`config.mk`:
```
export PLATFORM = sky130hd
export DESIGN_NAME = spb_search_ctrl
export DESIGN_NICKNAME = d
export VERILOG_FILES = /design/src/rtl/spb_pkg.sv /design/src/rtl/spb_search_ctrl.sv
export SDC_FILE = /design/constraint.sdc
export NUM_CORES = 1
export LEC_CHECK = 0
export BUFFER_PORTS_ARGS = -buffer_cell sky130_fd_sc_hd__buf_2
export CAP_MARGIN = 40
export CELL_PAD_IN_SITES_DETAIL_PLACEMENT = 1
export CELL_PAD_IN_SITES_GLOBAL_PLACEMENT = 1
export CORE_MARGIN = 4
export CORE_UTILIZATION = 44
export CTS_CLUSTER_SIZE = 40
export DETAILED_ROUTE_END_ITERATION = 16
export PLACE_DENSITY_LB_ADDON = 0.1
export SYNTH_ARGS = -nofsm -noshare
export SYNTH_HDL_FRONTEND = slang
export SYNTH_SLANG_ARGS = --single-unit
```
`constraint.sdc`:
```
create_clock -name clk_i -period 12.08 [get_ports clk_i]
set_clock_uncertainty 0.2 [all_clocks]
set_input_delay 0.604 -clock clk_i [delete_from_list [all_inputs] [get_ports clk_i]]
set_output_delay 0.604 -clock clk_i [all_outputs]
set_load 0.01 [all_outputs]
```
`src/rtl/spb_pkg.sv`:
```
`default_nettype none

package spb_pkg;

  localparam int unsigned IdW    = 32;
  localparam int unsigned XyW    = 6;
  localparam int unsigned RingW  = 4;
  localparam int unsigned DeltaW = 6;

  localparam logic [RingW-1:0] RingReset = 4'd2;

  typedef enum logic [1:0] {
    ST_IDLE,
    ST_WALK,
    ST_DONE
  } search_state_e;

  typedef enum logic {
    OP_WRITE = 1'b0,
    OP_PICK  = 1'b1
  } op_e;

  typedef struct packed {
    logic           hit;
    logic [IdW-1:0] id;
    logic [XyW-1:0] x;
    logic [XyW-1:0] y;
  } pick_res_t;

  typedef struct packed {
    logic busy;
    logic res_valid;
  } ctrl_status_t;

endpackage

`default_nettype wire

```
`src/rtl/spb_search_ctrl.sv`:
```
`default_nettype none

module spb_search_ctrl #(
  parameter int unsigned SIDE = 64,
  parameter int unsigned OXW  = 8,
  parameter int unsigned AW   = 12
) (
  input  wire logic                     clk_i,
  input  wire logic                     rst_ni,
  input  wire logic                     start_i,
  input  wire logic [OXW-1:0]           ox_i,
  input  wire logic [OXW-1:0]           oy_i,
  input  wire logic [spb_pkg::RingW-1:0] limit_i,
  output      logic                     rd_en_o,
  output      logic [AW-1:0]            rd_addr_o,
  input  wire logic [spb_pkg::IdW-1:0]   rd_data_i,
  input  wire logic                     res_ready_i,
  output      spb_pkg::ctrl_status_t     status_o,
  output      spb_pkg::pick_res_t        res_o
);
  import spb_pkg::*;

  localparam int unsigned CW = OXW + 4;
  localparam int unsigned XW = $clog2(SIDE);
  localparam int unsigned RW = RingW + 1;

  search_state_e state_q, state_d;

  logic [CW-1:0]            ox_q, ox_d, oy_q, oy_d;
  logic signed [DeltaW-1:0] dx_q, dx_d, dy_q, dy_d;
  logic [RW-1:0]            ring_q, ring_d;
  logic [1:0]               leg_q, leg_d;
  logic                     end_q, end_d;
  logic                     rd_vld_q, rd_vld_d;
  logic [XyW-1:0]           rx_q, rx_d, ry_q, ry_d;
  pick_res_t                res_q, res_d;

  logic [CW-1:0]            px, py;
  logic                     pos_in;
  logic                     hit_now;
  logic signed [DeltaW-1:0] ring_s;
  logic signed [DeltaW-1:0] sdx, sdy;
  logic [RW-1:0]            sring;
  logic [1:0]               sleg;
  logic                     issue;

  assign px = ox_q + {{(CW-DeltaW){dx_q[DeltaW-1]}}, dx_q};
  assign py = oy_q + {{(CW-DeltaW){dy_q[DeltaW-1]}}, dy_q};

  assign pos_in = !px[CW-1] && !py[CW-1] && (px < CW'(SIDE)) && (py < CW'(SIDE));
  assign hit_now = rd_vld_q && (rd_data_i != '0);
  assign issue = (state_q == ST_WALK) && !end_q && !hit_now && pos_in;

  assign rd_addr_o = AW'(py[XW-1:0]) * AW'(SIDE) + AW'(px[XW-1:0]);

  // one spiral step: right, up, left, down
  always_comb begin
    ring_s = $signed({1'b0, ring_q});
    sdx    = dx_q;
    sdy    = dy_q;
    sring  = ring_q;
    sleg   = leg_q;
    case (leg_q)
      2'd0: begin
        sdx = dx_q + 6'sd1;
        if (sdx == ring_s) sleg = 2'd1;
      end
      2'd1: begin
        sdy = dy_q + 6'sd1;
        if (sdy == ring_s) sleg = 2'd2;
      end
      2'd2: begin
        sdx = dx_q - 6'sd1;
        if (-sdx == ring_s) sleg = 2'd3;
      end
      default: begin
        sdy = dy_q - 6'sd1;
        if (-sdy == ring_s) begin
          sleg  = 2'd0;
          sring = ring_q + RW'(1);
        end
      end
    endcase
  end

  always_comb begin
    state_d = state_q;
    case (state_q)
      ST_IDLE: begin
        if (start_i) state_d = ST_WALK;
      end
      ST_WALK: begin
        if (hit_now || end_q) state_d = ST_DONE;
      end
      ST_DONE: begin
        if (res_ready_i) state_d = ST_IDLE;
      end
      default: state_d = ST_IDLE;
    endcase
  end

  always_comb begin
    status_o.busy      = (state_q != ST_IDLE);
    status_o.res_valid = (state_q == ST_DONE);
    rd_en_o            = issue;
  end

  always_comb begin
    ox_d     = ox_q;
    oy_d     = oy_q;
    dx_d     = dx_q;
    dy_d     = dy_q;
    ring_d   = ring_q;
    leg_d    = leg_q;
    end_d    = end_q;
    rx_d     = rx_q;
    ry_d     = ry_q;
    res_d    = res_q;
    rd_vld_d = 1'b0;
    if (state_q == ST_IDLE && start_i) begin
      ox_d   = {{(CW-OXW){1'b0}}, ox_i};
      oy_d   = {{(CW-OXW){1'b0}}, oy_i};
      dx_d   = '0;
      dy_d   = '0;
      ring_d = RW'(1);
      leg_d  = 2'd0;
      end_d  = 1'b0;
      res_d  = '0;
    end else if (state_q == ST_WALK) begin
      if (hit_now) begin
        res_d.hit = 1'b1;
        res_d.id  = rd_data_i;
        res_d.x   = rx_q;
        res_d.y   = ry_q;
      end else if (!end_q) begin
        rd_vld_d = pos_in;
        rx_d     = px[XyW-1:0];
        ry_d     = py[XyW-1:0];
        dx_d     = sdx;
        dy_d     = sdy;
        ring_d   = sring;
        leg_d    = sleg;
        // limit of zero behaves as one
        end_d    = sring > ((limit_i == '0) ? RW'(1) : {1'b0, limit_i});
      end
    end
  end

  always_ff @(posedge clk_i or negedge rst_ni) begin
    if (!rst_ni) begin
      state_q  <= ST_IDLE;
      rd_vld_q <= 1'b0;
      end_q    <= 1'b0;
    end else begin
      state_q  <= state_d;
      rd_vld_q <= rd_vld_d;
      end_q    <= end_d;
    end
  end

  always_ff @(posedge clk_i) begin
    ox_q   <= ox_d;
    oy_q   <= oy_d;
    dx_q   <= dx_d;
    dy_q   <= dy_d;
    ring_q <= ring_d;
    leg_q  <= leg_d;
    rx_q   <= rx_d;
    ry_q   <= ry_d;
    res_q  <= res_d;
  end

  assign res_o = res_q;

endmodule

`default_nettype wire

```
**Word level (Yosys, flattened, before mapping)**

Cells that the tools add are included.

- Flip-flop bits (word level): 96
- Input bits: 56
- Output and inout port bits: 60
- Logic and storage cells: 100

- $add $sub $neg: 10
- Order comparisons: 3
- Equal/unequal tests: 15
- Mux-type cells: 22
- Bitwise operators: 4
- Reduce and logical (&&, ||, !) cells: 31

Operators with widths:

| kind | number |
|---|---|
| $reduce_bool 32->1 | 1 |
| $eq 6x6->1 | 4 |
| $lt 12x7->1 const B | 2 |
| $pmux 6 s2 | 2 |
| $add 9x6->10 | 2 |
| $mux 2 | 7 |
| $add 12x6->12 | 1 |
| $add 6x2->6 const B | 2 |
| $neg 6->6 | 2 |
| $pmux 2 s3 | 2 |
| $reduce_and 4->1 | 3 |
| $sub 6x2->6 const B | 2 |
| $mux 5 | 2 |
| $ne 2x2->1 const B | 5 |
| $logic_and 1x1->1 | 8 |
| $mux 1 | 8 |
| $reduce_and 7->1 | 1 |
| $reduce_and 3->1 | 2 |
| $reduce_bool 2->1 | 3 |
| $add 5x1->5 const B | 1 |
| $gt 5x4->1 | 1 |
| $eq 2x1->1 const B | 2 |
| $eq 2x2->1 const B | 2 |
| $logic_not 1->1 | 4 |
| other kinds (10) | 16 |

**Longest topological paths before layout**

- Word-level depth: 10
- Mapped depth: 19
- Gate-level depth less buffers: 17

**Worst setup path after synthesis**

No wires, ideal clock.

- Kind: reg2reg
- From: register dy_q[0]
- To: register end_q
- Library setup time: 138 ps
- Data arrival time: 3,528 ps
- Required time: 11,742 ps
- Path slack: 8,214 ps
- Cell stages (with the launch flop): 19
- Path buffers: 2
- Clock period less this slack: 3,866 ps
- Cell sequence: dfxtp_1 buf_2 inv_1 ha_1 buf_2 xor2_1 o21ai_0 a21oi_1 o211a_1 o311a_1 nand2_1 nand2_1 ha_1 nor2b_1 o21a_1 o21a_1 o21a_1 nor4_1 nor4_1

- Word-level cells in the longest chain between the ends: 10

RTL lines:

| element | line | text |
|---|---|---|
| start: declaration | spb_search_ctrl.sv:30 | `logic signed [DeltaW-1:0] dx_q, dx_d, dy_q, dy_d;` |
| start signal: assignment | spb_search_ctrl.sv:165 | `dy_q <= dy_d;` |
| $sub 6x2->6 | spb_search_ctrl.sv:77 | `sdy = dy_q - 6'sd1;` |
| $neg 6->6 | spb_search_ctrl.sv:78 | `if (-sdy == ring_s) begin` |
| $eq 6x6->1 | spb_search_ctrl.sv:78 |  |
| $mux 5 | spb_search_ctrl.sv:78 |  |
| $mux 5 | spb_search_ctrl.sv:63 | `case (leg_q)` |
| named net sring[1] | spb_search_ctrl.sv:43 | `logic [RW-1:0] sring;` |
| $gt 5x4->1 | spb_search_ctrl.sv:144 | `end_d = sring > ((limit_i == '0) ? RW'(1) : {1'b0, limit_i});` |
| $mux 1 | spb_search_ctrl.sv:135 | `end else if (!end_q) begin` |
| $mux 1 | spb_search_ctrl.sv:130 | `if (hit_now) begin` |
| $mux 1 | spb_search_ctrl.sv:129 | `end else if (state_q == ST_WALK) begin` |
| $mux 1 | spb_search_ctrl.sv:120 | `if (state_q == ST_IDLE && start_i) begin` |
| end signal: assignment | spb_search_ctrl.sv:157 | `end_q <= end_d;` |
| end: declaration | spb_search_ctrl.sv:33 | `logic end_q, end_d;` |

The timed path passes the listed nets, and every way through them passes these cells. The select of a mux whose other input is x is not followed.
A chain may end at the register's enable or synchronous reset.

**Worst setup path in the final report**

Same ends and word-level chain as after synthesis.

==> summary by stage <==
Timing
Based on the critical path, the design can be clocked at up to 222 MHz. The time the final worst path needs with I/O delays and setup is 4.50 ns. Summed over all failing endpoints, the final setup total negative slack is 0 ns. Setup repair after global routing left no endpoint under its margin. The count of final setup violators is 0. The relative slew slack is 0.467.

At the pin with the least slew margin, the transition time is 0.799 ns. The number of hold violations in the final report is 0. Hold timing on the final database bottoms out at a slack of 0.227 ns. In the finished design, the share of the clock period the worst path needs comes to 0.372. The total count of max-transition violations in the final report came to 0.

Finish
The area taken by flip-flops and latches is 2220 um2. In the layout the commonest cells are 115 x sky130_fd_sc_hd__buf_2, 105 x sky130_fd_sc_hd__nand2_1, 64 x sky130_fd_sc_hd__dfxtp_1. The commonest non-fill, non-tap cell in the layout is sky130_fd_sc_hd__buf_2.

The final core area utilization is 0.533. The multi-input combinational cells in the finished layout cover a total of 2980 um2. The antenna diode instance count is 0. The filler cells instantiated in the layout total 1489.

The layout-stage area growth over the synthesis result is 18.3%. The share of cells above drive strength 1 is 0.214. The final-stage net count is 811.

Synth
For this run, the leading register cell type out of synthesis is sky130_fd_sc_hd__dfxtp_1. After synthesis the cells add up to 5430 um2. The count of warnings emitted by yosys is 0. The synthesized design contains 96 register bits. The cell count after synthesis came out at 619. When the netlist entered floorplanning its net count stood at 710. Of all flip-flops after synthesis, the portion carrying an async set or reset was 0.0417. For this run, the register share of the synthesized area comes to 0.409. The number of flops mapped to enable cells by yosys is 28. The number of library cell types mapped by synthesis is 69. The post-synthesis area per instance is 8.77 um2.

Routing
The total detailed-routing wirelength is 15200 um. In the final routed layout, each cell accounts on average for 17.0 um. Wire segments on met3 add up to 814 um in the final route. The detail route stage leaves a number of antenna-violating nets equal to 0.

The detail-routed via count per cell is 5.47. In the final routing, the length of wire on met1 measures 6470 um. For this run, design rule violations remaining after detail routing come to 0. The routed design uses 7610 um of met2 wire.

The detailed router finished its first iteration with 249 violations. The via count is 4889. After detailed routing, no signal wire sits above met4. The first TritonRoute pass finished after 4 iterations.

Clocking
At the later pin of the worst-skew pair, clock insertion delay measures 0.35 ns. The number of sinks on the clock net is 96. The clock passes through at most 2 buffers. The post-CTS setup buffer count is 0. The number of levels the H-tree was split into is 3. After clock tree synthesis, the clock-pin slew on the worst setup and hold paths is 0.07 ns.

The CTS buffer count is 9. The master cell of the clock root buffer is sky130_fd_sc_hd__clkbuf_16. TritonCTS built the clock tree.

Floorplan
The count of pins on the block boundary is 116. The number of placement rows is 40. The die width is 119 um.

After floorplanning, the core was sized to cover 12100 um2. The height of the die is 119 um. The floorplan step defined a die boundary enclosing 14200 um2. For this configuration, the core starts out at a cell density of 0.450.

Worst hold path
The path class of the tightest hold or removal check is primary input to register. The count of cells along the worst hold path is 1.

Power
For this design the ratio of total power to cell area is 243 nW/um2. The part of the power in the clock network is 0.178. In this run the power spent charging and discharging nets is 0.678 mW.

The final total power is 1.56 mW. The net switching fraction of the power is 0.434. The internal power of the cells totals 0.883 mW. Of the total power, combinational logic draws 0.491. Of the total power, registers draw 0.331. The analysis attributes to cell leakage a power of 2.68 nW. The peak supply drop is 161 uV.

Setup path
Among cell families on the critical path, the largest total delay comes from compound AO/OA/AOI/OAI gates. For the worst setup path, the data required time is 12.09 ns. The launching element type of the critical path is a register. The signal on the critical path passes through inv_1, ha_1, nand2_1, o21ai_0, a21oi_1, o211a_1, o311ai_2, nand2_1, nand2_1, ha_1, nor2b_1, o21a_1, o21a_1, o21a_1, nor4_1, nor4_1. The number of cells traversed by the worst register-to-register path is 16. Counting buffers and inverters, the worst setup path is 16 cells deep.

STA puts the critical path data arrival time at 4.51 ns. Among all stages on the critical path, the largest delay is contributed by sky130_fd_sc_hd__dfxtp_1. In this run the register-to-register setup slack is 7.58 ns.

Counting both buffers and inverters, the worst setup path holds a total of 1. Along the worst path, the maximum fanout reaches 15. The largest single stage delay on the critical path is 0.66 ns. The category of the critical setup timing path is register to register. STA classifies the critical path endpoint as a register.

Placed design
The number of port buffers is 115. The wire-length estimate of the detail-placed layout is 11300 um. Routability-driven placement finished with a final weighted congestion of 0.875.

GRT
The global-route wire length before repair is 24900 um. The initial antenna violation count was 0. The total global routing track utilization is 0.216. The number of global-route vias before repair is 5050.

The total overflow left after global routing is 0. Entering global routing, the biggest net connects 46 pins.

Run
Across the run, the number of max-cap violations was 0.

Status
The flow ran to the end, and the final reports show no timing, DRC or antenna violations.
[synthesized netlist by cell type (7+ instances only)]
library cell | n | share of area
sky130_fd_sc_hd__clkbuf_1 | 23 | 0.016
sky130_fd_sc_hd__nor2b_1 | 10 | 0.012
sky130_fd_sc_hd__nand3_1 | 15 | 0.014
sky130_fd_sc_hd__nor3_1 | 12 | 0.011
sky130_fd_sc_hd__a21oi_1 | 61 | 0.056
sky130_fd_sc_hd__nor4_1 | 13 | 0.015
sky130_fd_sc_hd__ha_1 | 33 | 0.076
sky130_fd_sc_hd__inv_1 | 28 | 0.019
sky130_fd_sc_hd__xor2_1 | 16 | 0.026
sky130_fd_sc_hd__dfxtp_1 | 64 | 0.24
sky130_fd_sc_hd__nor2_1 | 34 | 0.023
sky130_fd_sc_hd__nand4_1 | 8 | 0.0092
sky130_fd_sc_hd__nand2_1 | 105 | 0.073
sky130_fd_sc_hd__edfxtp_1 | 28 | 0.15
sky130_fd_sc_hd__o21a_1 | 11 | 0.015
sky130_fd_sc_hd__or3_1 | 11 | 0.013
sky130_fd_sc_hd__o21ai_0 | 26 | 0.024
sky130_fd_sc_hd__a31oi_1 | 7 | 0.0081
sky130_fd_sc_hd__xnor2_1 | 26 | 0.042
[cell type report]
| class | count | share of cell area |
|---|---|---|
| well taps | 168 | 0.0327 |
| clock buffers | 12 | 0.0399 |
| multi-input cells | 464 | 0.464 |
| inverters | 29 | 0.0169 |
| flip-flops and latches | 96 | 0.346 |
| clock inverters | 4 | 0.00428 |
| repair buffers | 120 | 0.0958 |
[timing repair]
action / 4_1_cts / 5_1_grt
hold endpoints to repair: 4 / 0
resized for setup: 0 / 0
hold buffers: 1 / 0
[cells by family after synthesis]
group	count (synthesis)	share of synthesized area
AOI/OAI and AO/OA	150	0.184
xor gates and xnor gates	42	0.0677
adders and majority gates	35	0.0834
buffers and inverters	59	0.0433
DFF	96	0.409
muxes	7	0.0134
and+or+nand+nor	230	0.199
[power by group through the flow]
stage	Combinational (mW)	Clock, mW	Sequential [mW]
6_report	0.767	0.277	0.516
5_1_grt	0.855	0.302	0.529
3_3_place_gp	0.726	0	0.515
3_5_place_dp	0.765	0	0.523
2_1_floorplan	0.578	0	0.478
4_1_cts	0.773	0.287	0.516
[worst paths after layout]
check	to	startpoint
max	end_q	dy_q[0]
min	ox_q[7]	ox_i[7]
max reg2reg	end_q	dy_q[0]
min reg2reg	res_o[3]	res_o[3]
max in group asynchronous	state_q[1]	rst_ni
min in group asynchronous	state_q[0]	rst_ni
[stage by stage]
stage	cells	setup slack (ns)	cell area, um2
floorplan	619	8.21	5430
global placement	876	7.86	6130
detailed placement	876	7.58	6130
CTS	893	7.56	6420
global route	893	7.25	6420
finish	893	7.58	6420
[routing by layer]
metal  global-route usage  vias up
met5                    0        -
met4               0.0804        0
met3               0.0427       20
met2                0.386      114
met1                0.256     2356
li1                     -     2399
[state kept, by name, summed over array words and instances, names as in the netlist, 5 cells and up]
name	flops
oy_q	8
rx_q	6
res_o	45
ring_q	5
ry_q	6
ox_q	8
dx_q	6
dy_q	6
Power figures use the tool's default switching activity.
